`src/pmi_pkg.sv`:
```
// ----------------------------------------------------------------------------
// pmi_pkg
// Shared widths, result codes and interface types for the polygon mass and
// inertia block.
// ----------------------------------------------------------------------------
package pmi_pkg;

    localparam int COORD_W      = 16;
    localparam int DENS_W       = 16;
    localparam int CNT_W        = 9;
    localparam int MAX_VERTICES = 256;
    localparam int AREA_W       = 40;
    localparam int MOM_W        = 64;
    localparam int OUT_W        = 48;
    localparam int STATUS_W     = 2;

    // Shared multiplier operand and product widths.
    localparam int MUL_A_W = 33;
    localparam int MUL_B_W = 18;
    localparam int MUL_P_W = MUL_A_W + MUL_B_W;

    // Divider: divisor is 6 * the accumulated area, quotient is the Q16.16 inertia.
    localparam int DIV_D_W   = AREA_W + 3;
    localparam int DIV_Q_W   = OUT_W;
    localparam int DIV_CNT_W = 6;

    localparam logic [OUT_W-1:0] OUT_MAX = {OUT_W{1'b1}};

    localparam logic [STATUS_W-1:0] STATUS_OK        = 2'd0;
    localparam logic [STATUS_W-1:0] STATUS_SINGLE    = 2'd1;
    localparam logic [STATUS_W-1:0] STATUS_ZERO_AREA = 2'd2;
    localparam logic [STATUS_W-1:0] STATUS_SATURATED = 2'd3;

    typedef struct packed {
        logic               start;
        logic [31:0]        num_hi;
        logic [31:0]        num_lo;
        logic [DIV_D_W-1:0] divisor;
    } div_req_t;

    typedef struct packed {
        logic done;
        logic overflow;
    } div_stat_t;

endpackage

```
`src/polygon_mass_and_inertia.sv`:
```
// ----------------------------------------------------------------------------
// polygon_mass_and_inertia
// Accumulates polygon area and second moment vertex by vertex and reports
// mass and inertia per unit mass when the last vertex arrives.
// ----------------------------------------------------------------------------
// The first vertex of a polygon is stored; each further vertex makes ten
// passes through the one shared multiplier for its edge.
// A last vertex adds the closing edge, the mass products and a bit-serial
// division before the result is offered.
// One item at a time; s_tready is high only while the sequencer is idle.
// Synchronous active-low reset clears the polygon state, sets density to 1.0.
module polygon_mass_and_inertia
    import pmi_pkg::*;
(
    input  logic                  aclk,
    input  logic                  aresetn,
    // Vertex stream.
    input  logic                  s_tvalid,
    output logic                  s_tready,
    input  logic [31:0]           s_tdata,   // vertex_x [15:0], vertex_y [31:16]
    input  logic                  s_tlast,   // last_vertex
    // Result stream.
    output logic                  m_tvalid,
    input  logic                  m_tready,
    output logic [95:0]           m_tdata,   // mass_out [47:0], inertia_out [95:48]
    output logic [STATUS_W-1:0]   m_tuser,   // status [1:0]
    // Density register write.
    input  logic                  cfg_valid,
    output logic                  cfg_ready,
    input  logic [DENS_W-1:0]     cfg_data
);

    localparam logic [3:0] ST_IDLE      = 4'd0;
    localparam logic [3:0] ST_PROD      = 4'd1;
    localparam logic [3:0] ST_AB        = 4'd2;
    localparam logic [3:0] ST_ACC       = 4'd3;
    localparam logic [3:0] ST_FIN       = 4'd4;
    localparam logic [3:0] ST_MASS      = 4'd5;
    localparam logic [3:0] ST_DIV_START = 4'd6;
    localparam logic [3:0] ST_DIV_WAIT  = 4'd7;
    localparam logic [3:0] ST_OUT       = 4'd8;

    logic [3:0] state_reg, state_next;
    logic [3:0] step_reg, step_next;

    logic [DENS_W-1:0] density_reg, density_next;

    logic signed [COORD_W-1:0] first_x_reg, first_x_next;
    logic signed [COORD_W-1:0] first_y_reg, first_y_next;
    logic signed [COORD_W-1:0] prev_x_reg, prev_x_next;
    logic signed [COORD_W-1:0] prev_y_reg, prev_y_next;
    logic signed [COORD_W-1:0] px_reg, px_next;
    logic signed [COORD_W-1:0] py_reg, py_next;
    logic signed [COORD_W-1:0] qx_reg, qx_next;
    logic signed [COORD_W-1:0] qy_reg, qy_next;

    logic [CNT_W-1:0]  count_reg, count_next;
    logic [AREA_W-1:0] area_reg, area_next;
    logic [MOM_W-1:0]  moment_reg, moment_next;
    logic              ovf_reg, ovf_next;
    logic              last_reg, last_next;
    logic              close_reg, close_next;

    logic signed [32:0] cross_reg, cross_next;
    logic signed [34:0] b_reg, b_next;
    logic [48:0]        ab_lo_reg, ab_lo_next;
    logic [47:0]        ab_reg, ab_next;
    logic [47:0]        mass_lo_reg, mass_lo_next;

    logic [OUT_W-1:0]    res_mass_reg, res_mass_next;
    logic [OUT_W-1:0]    res_inertia_reg, res_inertia_next;
    logic [STATUS_W-1:0] res_status_reg, res_status_next;

    logic                m_valid_reg, m_valid_next;
    logic [95:0]         m_data_reg, m_data_next;
    logic [STATUS_W-1:0] m_user_reg, m_user_next;

    logic signed [MUL_A_W-1:0] mul_a;
    logic signed [MUL_B_W-1:0] mul_b;
    logic signed [MUL_P_W-1:0] prod;

    div_req_t          div_req;
    div_stat_t         div_stat;
    logic [DIV_Q_W-1:0] quotient;

    logic signed [COORD_W-1:0] in_x, in_y;
    logic                      s_fire;
    logic [31:0]               a_val;
    logic [63:0]               ab_full;
    logic [AREA_W:0]           area_sum;
    logic [MOM_W:0]            moment_sum;
    logic [55:0]               mass_full;

    assign in_x   = s_tdata[15:0];
    assign in_y   = s_tdata[31:16];
    assign s_fire = s_tvalid && s_tready;

    assign s_tready  = (state_reg == ST_IDLE);
    assign cfg_ready = 1'b1;

    // Absolute cross product; the magnitude never exceeds 2^31.
    assign a_val = cross_reg[32] ? 32'(-cross_reg) : 32'(cross_reg);

    assign ab_full    = {15'b0, ab_lo_reg} + {prod[46:0], 17'b0};
    assign area_sum   = {1'b0, area_reg} + {{(AREA_W-31){1'b0}}, a_val};
    assign moment_sum = {1'b0, moment_reg} + {{(MOM_W-47){1'b0}}, ab_reg};
    assign mass_full  = {8'b0, mass_lo_reg} + {prod[23:0], 32'b0};

    // Operand select for the shared multiplier.
    always_comb begin
        mul_a = '0;
        mul_b = '0;
        if (state_reg == ST_PROD) begin
            case (step_reg)
                4'd0: begin mul_a = MUL_A_W'(px_reg); mul_b = MUL_B_W'(qy_reg); end
                4'd1: begin mul_a = MUL_A_W'(qx_reg); mul_b = MUL_B_W'(py_reg); end
                4'd2: begin mul_a = MUL_A_W'(px_reg); mul_b = MUL_B_W'(px_reg); end
                4'd3: begin mul_a = MUL_A_W'(py_reg); mul_b = MUL_B_W'(py_reg); end
                4'd4: begin mul_a = MUL_A_W'(px_reg); mul_b = MUL_B_W'(qx_reg); end
                4'd5: begin mul_a = MUL_A_W'(py_reg); mul_b = MUL_B_W'(qy_reg); end
                4'd6: begin mul_a = MUL_A_W'(qx_reg); mul_b = MUL_B_W'(qx_reg); end
                4'd7: begin mul_a = MUL_A_W'(qy_reg); mul_b = MUL_B_W'(qy_reg); end
                default: begin mul_a = '0; mul_b = '0; end
            endcase
        end else if (state_reg == ST_AB) begin
            mul_a = {1'b0, a_val};
            if (step_reg == 4'd0) begin
                mul_b = {1'b0, b_reg[16:0]};
            end else begin
                mul_b = {2'b0, b_reg[32:17]};
            end
        end else if (state_reg == ST_MASS) begin
            mul_b = {2'b0, density_reg};
            if (step_reg == 4'd0) begin
                mul_a = {1'b0, area_reg[31:0]};
            end else begin
                mul_a = {25'b0, area_reg[39:32]};
            end
        end
    end

    assign div_req.start   = (state_reg == ST_DIV_START);
    assign div_req.num_hi  = moment_reg[63:32];
    assign div_req.num_lo  = moment_reg[31:0];
    assign div_req.divisor = {1'b0, area_reg, 2'b0} + {2'b0, area_reg, 1'b0};

    pmi_mul u_mul (
        .aclk (aclk),
        .op_a (mul_a),
        .op_b (mul_b),
        .prod (prod)
    );

    pmi_div u_div (
        .aclk     (aclk),
        .aresetn  (aresetn),
        .req      (div_req),
        .stat     (div_stat),
        .quotient (quotient)
    );

    always_comb begin
        state_next       = state_reg;
        step_next        = step_reg;
        density_next     = density_reg;
        first_x_next     = first_x_reg;
        first_y_next     = first_y_reg;
        prev_x_next      = prev_x_reg;
        prev_y_next      = prev_y_reg;
        px_next          = px_reg;
        py_next          = py_reg;
        qx_next          = qx_reg;
        qy_next          = qy_reg;
        count_next       = count_reg;
        area_next        = area_reg;
        moment_next      = moment_reg;
        ovf_next         = ovf_reg;
        last_next        = last_reg;
        close_next       = close_reg;
        cross_next       = cross_reg;
        b_next           = b_reg;
        ab_lo_next       = ab_lo_reg;
        ab_next          = ab_reg;
        mass_lo_next     = mass_lo_reg;
        res_mass_next    = res_mass_reg;
        res_inertia_next = res_inertia_reg;
        res_status_next  = res_status_reg;
        m_valid_next     = m_valid_reg;
        m_data_next      = m_data_reg;
        m_user_next      = m_user_reg;

        if (m_valid_reg && m_tready) begin
            m_valid_next = 1'b0;
        end

        if (cfg_valid && cfg_ready) begin
            density_next = cfg_data;
        end

        case (state_reg)
            ST_IDLE: begin
                if (s_fire) begin
                    prev_x_next = in_x;
                    prev_y_next = in_y;
                    if (count_reg != CNT_W'(MAX_VERTICES)) begin
                        count_next = count_reg + 1'b1;
                    end
                    if (count_reg == '0) begin
                        first_x_next = in_x;
                        first_y_next = in_y;
                        if (s_tlast) begin
                            // A lone vertex reports 5 * density in Q16.16.
                            res_mass_next = OUT_W'({density_reg, 10'b0})
                                          + OUT_W'({density_reg, 8'b0});
                            res_inertia_next = '0;
                            res_status_next  = STATUS_SINGLE;
                            state_next       = ST_OUT;
                        end
                    end else begin
                        px_next    = prev_x_reg;
                        py_next    = prev_y_reg;
                        qx_next    = in_x;
                        qy_next    = in_y;
                        last_next  = s_tlast;
                        close_next = s_tlast;
                        step_next  = '0;
                        state_next = ST_PROD;
                    end
                end
            end
            ST_PROD: begin
                // Products come back in the cycle after their operands.
                case (step_reg)
                    4'd1: cross_next = 33'(prod);
                    4'd2: cross_next = cross_reg - 33'(prod);
                    4'd3: b_next     = 35'(prod);
                    4'd4, 4'd5, 4'd6, 4'd7, 4'd8: b_next = b_reg + 35'(prod);
                    default: b_next  = b_reg;
                endcase
                if (step_reg == 4'd8) begin
                    step_next  = '0;
                    state_next = ST_AB;
                end else begin
                    step_next = step_reg + 1'b1;
                end
            end
            ST_AB: begin
                if (step_reg == 4'd1) begin
                    ab_lo_next = prod[48:0];
                end
                if (step_reg == 4'd2) begin
                    ab_next    = ab_full[63:16];
                    step_next  = '0;
                    state_next = ST_ACC;
                end else begin
                    step_next = step_reg + 1'b1;
                end
            end
            ST_ACC: begin
                if (area_sum[AREA_W]) begin
                    area_next = {AREA_W{1'b1}};
                    ovf_next  = 1'b1;
                end else begin
                    area_next = area_sum[AREA_W-1:0];
                end
                if (moment_sum[MOM_W]) begin
                    moment_next = {MOM_W{1'b1}};
                    ovf_next    = 1'b1;
                end else begin
                    moment_next = moment_sum[MOM_W-1:0];
                end
                if (close_reg) begin
                    // Closing edge runs from the last vertex back to the first.
                    px_next    = qx_reg;
                    py_next    = qy_reg;
                    qx_next    = first_x_reg;
                    qy_next    = first_y_reg;
                    close_next = 1'b0;
                    step_next  = '0;
                    state_next = ST_PROD;
                end else if (last_reg) begin
                    state_next = ST_FIN;
                end else begin
                    state_next = ST_IDLE;
                end
            end
            ST_FIN: begin
                if (area_reg == '0) begin
                    res_mass_next    = '0;
                    res_inertia_next = '0;
                    res_status_next  = STATUS_ZERO_AREA;
                    state_next       = ST_OUT;
                end else begin
                    step_next  = '0;
                    state_next = ST_MASS;
                end
            end
            ST_MASS: begin
                if (step_reg == 4'd1) begin
                    mass_lo_next = prod[47:0];
                end
                if (step_reg == 4'd2) begin
                    res_mass_next = {1'b0, mass_full[55:9]};
                    step_next     = '0;
                    state_next    = ST_DIV_START;
                end else begin
                    step_next = step_reg + 1'b1;
                end
            end
            ST_DIV_START: begin
                state_next = ST_DIV_WAIT;
            end
            ST_DIV_WAIT: begin
                if (div_stat.done) begin
                    res_inertia_next = div_stat.overflow ? OUT_MAX : quotient;
                    res_status_next  = (div_stat.overflow || ovf_reg) ?
                                       STATUS_SATURATED : STATUS_OK;
                    state_next       = ST_OUT;
                end
            end
            ST_OUT: begin
                if (!m_valid_reg || m_tready) begin
                    m_valid_next = 1'b1;
                    m_data_next  = {res_inertia_reg, res_mass_reg};
                    m_user_next  = res_status_reg;
                    first_x_next = '0;
                    first_y_next = '0;
                    prev_x_next  = '0;
                    prev_y_next  = '0;
                    count_next   = '0;
                    area_next    = '0;
                    moment_next  = '0;
                    ovf_next     = 1'b0;
                    last_next    = 1'b0;
                    close_next   = 1'b0;
                    state_next   = ST_IDLE;
                end
            end
            default: begin
                state_next = ST_IDLE;
            end
        endcase
    end

    always_ff @(posedge aclk) begin
        if (!aresetn) begin
            state_reg   <= ST_IDLE;
            step_reg    <= '0;
            density_reg <= DENS_W'(256);
            first_x_reg <= '0;
            first_y_reg <= '0;
            prev_x_reg  <= '0;
            prev_y_reg  <= '0;
            count_reg   <= '0;
            area_reg    <= '0;
            moment_reg  <= '0;
            ovf_reg     <= 1'b0;
            last_reg    <= 1'b0;
            close_reg   <= 1'b0;
            m_valid_reg <= 1'b0;
        end else begin
            state_reg   <= state_next;
            step_reg    <= step_next;
            density_reg <= density_next;
            first_x_reg <= first_x_next;
            first_y_reg <= first_y_next;
            prev_x_reg  <= prev_x_next;
            prev_y_reg  <= prev_y_next;
            count_reg   <= count_next;
            area_reg    <= area_next;
            moment_reg  <= moment_next;
            ovf_reg     <= ovf_next;
            last_reg    <= last_next;
            close_reg   <= close_next;
            m_valid_reg <= m_valid_next;
        end
        px_reg          <= px_next;
        py_reg          <= py_next;
        qx_reg          <= qx_next;
        qy_reg          <= qy_next;
        cross_reg       <= cross_next;
        b_reg           <= b_next;
        ab_lo_reg       <= ab_lo_next;
        ab_reg          <= ab_next;
        mass_lo_reg     <= mass_lo_next;
        res_mass_reg    <= res_mass_next;
        res_inertia_reg <= res_inertia_next;
        res_status_reg  <= res_status_next;
        m_data_reg      <= m_data_next;
        m_user_reg      <= m_user_next;
    end

    assign m_tvalid = m_valid_reg;
    assign m_tdata  = m_data_reg;
    assign m_tuser  = m_user_reg;

endmodule

```
`src/pmi_mul.sv`:
```
// ----------------------------------------------------------------------------
// pmi_mul
// Shared signed multiplier with a registered product.
// ----------------------------------------------------------------------------
module pmi_mul
    import pmi_pkg::*;
(
    input  logic                      aclk,
    input  logic signed [MUL_A_W-1:0] op_a,
    input  logic signed [MUL_B_W-1:0] op_b,
    output logic signed [MUL_P_W-1:0] prod
);

    logic signed [MUL_P_W-1:0] prod_reg;

    always_ff @(posedge aclk) begin
        prod_reg <= op_a * op_b;
    end

    assign prod = prod_reg;

endmodule

```
`src/pmi_div.sv`:
```
// ----------------------------------------------------------------------------
// pmi_div
// Restoring divider, one quotient bit per cycle. Computes
// floor({num_hi, num_lo, 16'b0} / divisor) and flags a quotient that does
// not fit the output width.
// ----------------------------------------------------------------------------
module pmi_div
    import pmi_pkg::*;
(
    input  logic               aclk,
    input  logic               aresetn,
    input  div_req_t           req,
    output div_stat_t          stat,
    output logic [DIV_Q_W-1:0] quotient
);

    logic [DIV_D_W-1:0]   rem_reg, rem_next;
    logic [DIV_Q_W-1:0]   quo_reg, quo_next;
    logic [DIV_D_W-1:0]   div_reg, div_next;
    logic [DIV_CNT_W-1:0] cnt_reg, cnt_next;
    logic                 busy_reg, busy_next;
    logic                 done_reg, done_next;
    logic                 ovf_reg, ovf_next;

    logic [DIV_D_W:0] shifted;
    logic [DIV_D_W:0] diff;
    logic             ge;
    logic             too_big;

    assign shifted = {rem_reg, quo_reg[DIV_Q_W-1]};
    assign diff    = shifted - {1'b0, div_reg};
    assign ge      = (shifted >= {1'b0, div_reg});
    // The quotient overflows exactly when the upper 32 bits of the numerator,
    // num_hi, already reach the divisor.
    assign too_big = ({{(DIV_D_W-32){1'b0}}, req.num_hi} >= req.divisor);

    always_comb begin
        rem_next  = rem_reg;
        quo_next  = quo_reg;
        div_next  = div_reg;
        cnt_next  = cnt_reg;
        busy_next = busy_reg;
        done_next = 1'b0;
        ovf_next  = ovf_reg;
        if (req.start) begin
            ovf_next = too_big;
            rem_next = {{(DIV_D_W-32){1'b0}}, req.num_hi};
            quo_next = {req.num_lo, 16'b0};
            div_next = req.divisor;
            cnt_next = '0;
            if (too_big) begin
                done_next = 1'b1;
            end else begin
                busy_next = 1'b1;
            end
        end else if (busy_reg) begin
            rem_next = ge ? diff[DIV_D_W-1:0] : shifted[DIV_D_W-1:0];
            quo_next = {quo_reg[DIV_Q_W-2:0], ge};
            cnt_next = cnt_reg + 1'b1;
            if (cnt_reg == DIV_CNT_W'(DIV_Q_W - 1)) begin
                busy_next = 1'b0;
                done_next = 1'b1;
            end
        end
    end

    always_ff @(posedge aclk) begin
        if (!aresetn) begin
            busy_reg <= 1'b0;
            done_reg <= 1'b0;
            ovf_reg  <= 1'b0;
            cnt_reg  <= '0;
        end else begin
            busy_reg <= busy_next;
            done_reg <= done_next;
            ovf_reg  <= ovf_next;
            cnt_reg  <= cnt_next;
        end
        rem_reg <= rem_next;
        quo_reg <= quo_next;
        div_reg <= div_next;
    end

    assign stat.done     = done_reg;
    assign stat.overflow = ovf_reg;
    assign quotient      = quo_reg;

endmodule

```
`config.mk`:
```
export PLATFORM = sky130hd
export DESIGN_NAME = polygon_mass_and_inertia
export DESIGN_NICKNAME = d
export VERILOG_FILES = /design/src/pmi_pkg.sv /design/src/polygon_mass_and_inertia.sv /design/src/pmi_mul.sv /design/src/pmi_div.sv
export SDC_FILE = /design/constraint.sdc
export NUM_CORES = 2
export LEC_CHECK = 0
export BUFFER_PORTS_ARGS = -buffer_cell sky130_fd_sc_hd__buf_2
export CAP_MARGIN = 20
export CORE_MARGIN = 4
export CORE_UTILIZATION = 40
export CTS_BUF_LIST = sky130_fd_sc_hd__clkbuf_8
export CTS_CLUSTER_SIZE = 28
export DETAILED_ROUTE_END_ITERATION = 8
export HOLD_SLACK_MARGIN = 0.05
export PLACE_DENSITY = 0.68
export SYNTH_ARGS = -nofsm -noshare
export SYNTH_HDL_FRONTEND = slang
export SYNTH_SLANG_ARGS = --single-unit
export TNS_END_PERCENT = 50
```
`constraint.sdc`:
```
create_clock -name aclk -period 8.95 [get_ports aclk]
set_input_delay 1.3425 -clock aclk [delete_from_list [all_inputs] [get_ports aclk]]
set_output_delay 1.3425 -clock aclk [all_outputs]
set_load 0.02 [all_outputs]
```
# --- Word level (Yosys, flattened, before mapping) ---
# Index checks and enable logic that the tools add are counted.
word_totals:
  output_inout_bits: 101
  inputBits: 54
  elab_cells: 247
  ff_bits: 870
op_classes:
  n_bitwise: 1
  n_lt_le_gt_ge: 2
  add_sub_neg: 13
  eq_ne: 34
  mux: 112
  reduce_logical: 46
  n_mul: 1
op_table:
  columns: ["op", "count"]
  rows:
  - ["two-way mux 48 bit", 12]
  - ["two-way mux 16 bit", 20]
  - ["one-hot mux 48 bit (3 select lines)", 2]
  - ["one-hot mux 16 bit (2 select lines)", 8]
  - ["two-way mux 32 bit", 6]
  - ["one-hot mux 33 bit (4 select lines)", 1]
  - ["two-way mux 64 bit", 2]
  - ["one-hot mux 64 bit (2 select lines)", 1]
  - ["two-way mux 40 bit", 2]
  - ["one-hot mux 40 bit (2 select lines)", 1]
  - ["one-hot mux 18 bit (4 select lines)", 1]
  - ["one-hot mux 35 bit (2 select lines)", 1]
  - ["one-hot mux 33 bit (2 select lines)", 1]
  - ["adder 64 x 48 -> 65 bit", 1]
  - ["adder 49 x 64 -> 64 bit", 1]
  - ["two-way mux 4 bit", 15]
  - ["adder 48 x 56 -> 56 bit", 1]
  - ["multiplier 33 x 18 -> 49 bit", 1]
  - ["greater-or-equal comparator 44 x 43 -> 1 bit", 1]
  - ["adder 42 x 41 -> 43 bit", 1]
  - ["greater-or-equal comparator 32 x 43 -> 1 bit", 1]
  - ["two-way mux 43 bit", 1]
  - ["subtractor 43 bit", 1]
  - ["adder 40 x 32 -> 41 bit", 1]
  - ["other kinds (48)", 126]

# --- Depth between registers and ports, before layout ---
depth:
  depth_word: 6
  depth_mapped: 36
  ltp_nobuf: 36

# --- By module ---
# A second synthesis with hierarchy kept.
unflattened:
  cells_unflattened: 7424
  area_unflattened_um2: 69499.2
modules_own_cells:
  columns: ["mod", "seq_area_each_um2", "area_each_um2", "n_inst", "cells_per_inst"]
  rows:
  - ["polygon_mass_and_inertia", 17436.7, 38991.1, 1, 4138]
  - ["pmi_mul", 1021.0, 21463.1, 1, 2376]
  - ["pmi_div", 3933.8, 9044.9, 1, 910]

# --- Worst setup path after synthesis ---
# No wires, ideal clock.
synth_timing:
  path_type: "flip-flop to flip-flop"
  start: "reg cross_reg[2]"
  end: "reg u_mul.prod_reg[45] (netlist: u_mul.prod[45])"
  period_less_slack_ns: 8.835
  setup_time_ns: 0.106
  slack_ns: 0.115
  path_buffers: 1
  stages_incl_launch_ff: 34
  arrival_ns: 8.729
  required_ns: 8.844
  cell_sequence: "edfxtp_1 > or3_4 > or4_4 > or3_4 > or3_1 > nand2b_4 > o31a_1 > xor2_1 > a221o_1 > and2_1 > clkbuf_1 > nand2_1 > fa_1 > inv_1 > fa_1 > inv_1 > fa_1 > inv_1 > fa_1 > fa_1 > inv_1 > fa_1 > inv_1 > ha_1 > a21o_1 > a21o_1 > a21o_1 > a21o_1 > a21o_1 > a32o_1 > o211ai_1 > nor2b_1 > nor2b_1 > o311ai_0"
synth_via:
  elab_chain_cells: 5
synth_lines:
  columns: ["item", "line_no", "source"]
  rows:
  - ["start: declaration", "polygon_mass_and_inertia.sv:64", "logic signed [32:0] cross_reg, cross_next;"]
  - ["start signal: assignment", "polygon_mass_and_inertia.sv:381", "cross_reg <= cross_next;"]
  - ["negator 32 bit", "polygon_mass_and_inertia.sv:102", "assign a_val = cross_reg[32] ? 32'(-cross_reg) : 32'(cross_reg);"]
  - ["two-way mux 32 bit *", "polygon_mass_and_inertia.sv:102", null]
  - ["two-way mux 32 bit *", "polygon_mass_and_inertia.sv:125", "end else if (state_reg == ST_AB) begin"]
  - ["two-way mux 33 bit *", "polygon_mass_and_inertia.sv:113", "if (state_reg == ST_PROD) begin"]
  - ["multiplier 33 x 18 -> 49 bit *", "pmi_mul.sv:17", "prod_reg <= op_a * op_b;"]
  - ["end signal: assignment", "pmi_mul.sv:17", null]
  - ["end: declaration", "pmi_mul.sv:14", "logic signed [MUL_P_W-1:0] prod_reg;"]
# Mark *: on every way between the ends. The rest lies on a longest branch, timed or not.
# A chain may end at the register's enable or synchronous reset.

# --- Final worst setup path ---
layout_timing:
  start: "reg cross_reg[1]"
  end: "reg u_mul.prod_reg[45] (netlist: u_mul.prod[45])"
# The elaborated chain is that of the path after synthesis.

==> reports/metrics.yaml <==
die_area_um2: 178000
synthXorXnorAreaFrac_pct: 4.60
ys_warn_count: 0
maxCapViolCount: 0
startpoint_type: "register"
synth_edf_count: 550
globalRouteOverflowTotal: 0
cp.required_ns: 9.71
finalNetCount: 8884
slew_headroom_pct: 21.6
critPathCaptureType: "register"
core_um2: 170000
rsz0062_at_grt: "true"
firstDrtPassIters: 6
ant_nets: 0
cts_made_buffers: 140
skew_ns: 0.0720
hold_viol: 0
regArea_um2: 22300
syn_area_per_cell_um2: 9.20
gp_congestion: 0.988
grt_usage_pct: 23.4
design_area_um2: 77400
cp_common_cell: "fa_1"
crit_fanout: 4
synth.net_count: 8515
worstMarginPinSlew_ns: 1.18
area_growth_pct: 13.3
ff2ff_path_depth: 34
drive_above_1_share_pct: 11.6
grt_pass1_wl_um: 325000
antenna_found_initial: 12
criticalPathCategory: "register to register"
cts_root_buffer: "clkbuf_8"
ir_drop_uv: 396
rows: 151
vias: 56300
clockBufferDepth: 3
powerDensity_nw_per_um2: 313
leakagePower_nw: 34.2
die_x_um: 421
synthCells: 7430
place_hpwl_um: 164000
power_w: 0.0242
postCtsHoldBufs: 0
finalSetupViolCount: 0
synth_top_family_by_area: "adder cells"
drv_slew: 0
synth_top_cell_by_area: "edfxtp_1"
ys_top_cells_by_area: "edfxtp_1, fa_1, ha_1, dfxtp_1, nand2_1"
synth_compound_area_share_pct: 14.8
hold_depth: 0
synth.most_common_cell: "nand2_1"
synth-async-reset-ratio_pct: 0
synth-seq-cells: 840
die_y_um: 421
slowest_stage: "fa_1"
io_buffers: 152
synthTopCellsByCount: "nand2_1, inv_1, nor2_1"
fmax_mhz: 113
cts.sinks: 840
largest_reg_flops: 95
synth_ff_type: "edfxtp_1"
grt_start_max_net_pins: 78
initial_core_util_pct: 40.3
clk_transition_reported_paths_ns: 0.06
placed_cell_area_um2: 73900
min-delay-path-class: "register to register"
synthSimpleGateAreaFrac_pct: 15.0
synth.distinct_cells: 87
dr.first_iter.drc_count: 4941
ios: 155
clock_latency_ns: 0.94
n_fill_cell: 16100
synthAdderAreaFrac_pct: 25.1
min_period_ns: 8.88
yosysSeqAreaShare_pct: 32.7
ctsHtreeMaxLevel: 4
drc: 0
synth_area_um2: 68300
first_global_vias: 55700
avgViaCountPerCell: 5.55
yosys.area.top_type_share_pct: 24.2
detail_route.wl_per_cell_um: 20.9
synthMuxAreaShare_pct: 1.00
critPathMaxStageDelay_ns: 0.57
cts_tree: "yes"
wirelength_um: 212000
status: "complete, no violations"
crit_arrival_ns: 9.64
multi_input_area_um2: 42000
post-route-period-util_pct: 99.2
==> logic make-up after synthesis <==
group | after synthesis
AOI/OAI and AO/OA | 1584
xor gates and xnor gates | 359
adders and majority gates | 1031
buffers and inverters | 1237
DFF | 840
muxes | 68
other | 2
and+or+nand+nor | 2309
==> layout by cell type, fill, tap and decap left out, types with 153 or more instances in the layout <==
cell type / netlist / routed
a21o_1: 193 / 193
a21oi_1: 525 / 514
buf_4: 2 / 369
clkbuf_8: 0 / 153
dfxtp_1: 290 / 288
edfxtp_1: 550 / 550
fa_1: 564 / 560
ha_1: 467 / 454
inv_1: 906 / 946
nand2_1: 960 / 943
nand3_1: 166 / 163
nor2_1: 657 / 645
o21ai_0: 303 / 291
xnor2_1: 218 / 211
==> area by class of cell <==
cell class,count,area share (%)
diodes,7,0.0226
clock buffers,153,2.72
clock inverters,108,0.758
inverters,908,4.42
multi-input cells,5353,54.3
flip-flops and latches,840,28.8
well taps,2218,3.58
repair buffers,556,5.37
==> per-layer routing <==
| metal | routed length [µm] | GRT usage, % | vias to the layer above |
|---|---|---|---|
| li1 | - | - | 26000 |
| met4 | 11200 | 11.5 | 6 |
| met3 | 18300 | 4.90 | 512 |
| met1 | 87000 | 30.6 | 27500 |
| met2 | 95000 | 36.8 | 2272 |
| met5 | 36 | 0 | - |
==> report_power, final <==
group / switching (W) / total [W] / internal, W / leakage, nW
logic: 0.00920 / 0.0150 / 0.00579 / 25.2
registers: 0.000598 / 0.00589 / 0.00529 / 7.43
clock network: 0.00168 / 0.00335 / 0.00167 / 1.58
total: 0.0115 / 0.0242 / 0.0128 / 34.2
==> worst paths after layout <==
path	start	to	slack, ns
min reg2reg	res_inertia_reg[9]$_SDFFCE_PP0P_	m_tdata[57]$_DFFE_PP_	0.40
max	cross_reg[1]$_DFFE_PP_	u_mul.prod[45]$_DFF_P_	0.07
max reg2reg	cross_reg[1]$_DFFE_PP_	u_mul.prod[45]$_DFF_P_	0.07
min	res_inertia_reg[9]$_SDFFCE_PP0P_	m_tdata[57]$_DFFE_PP_	0.40
==> critical path, delay by kind of cell, from the launching register on <==
family | cells | cell delay, ns
flops | 1 | 0.39
xor+xnor | 1 | 0.10
simple gates | 11 | 2.64
fa+ha+maj | 7 | 3.03
compound gates | 9 | 2.16
buf+inv | 6 | 0.40
==> stage by stage <==
stage          TNS, ns  hold slack [ns]  utilization (%)  setup slack [ns]  std cells
2_1_floorplan        0            0.386                -             0.115       7430
3_3_place_gp     -1.35            0.404             43.5            -0.267       9844
3_5_place_dp     -3.43            0.405             43.5            -0.499       9846
4_1_cts        -0.0284            0.404             45.3           -0.0156      10100
5_1_grt          -1.50            0.414             45.6            -0.251      10100
6_report             0            0.401             45.6            0.0714      10100
==> repair_timing <==
action	in CTS	in global routing
setup endpoints to repair	15	19
pin swaps	67	71
gates resized for setup	66	75
buffers inserted	12	15
No activity file was read; power rests on OpenSTA's default activity.
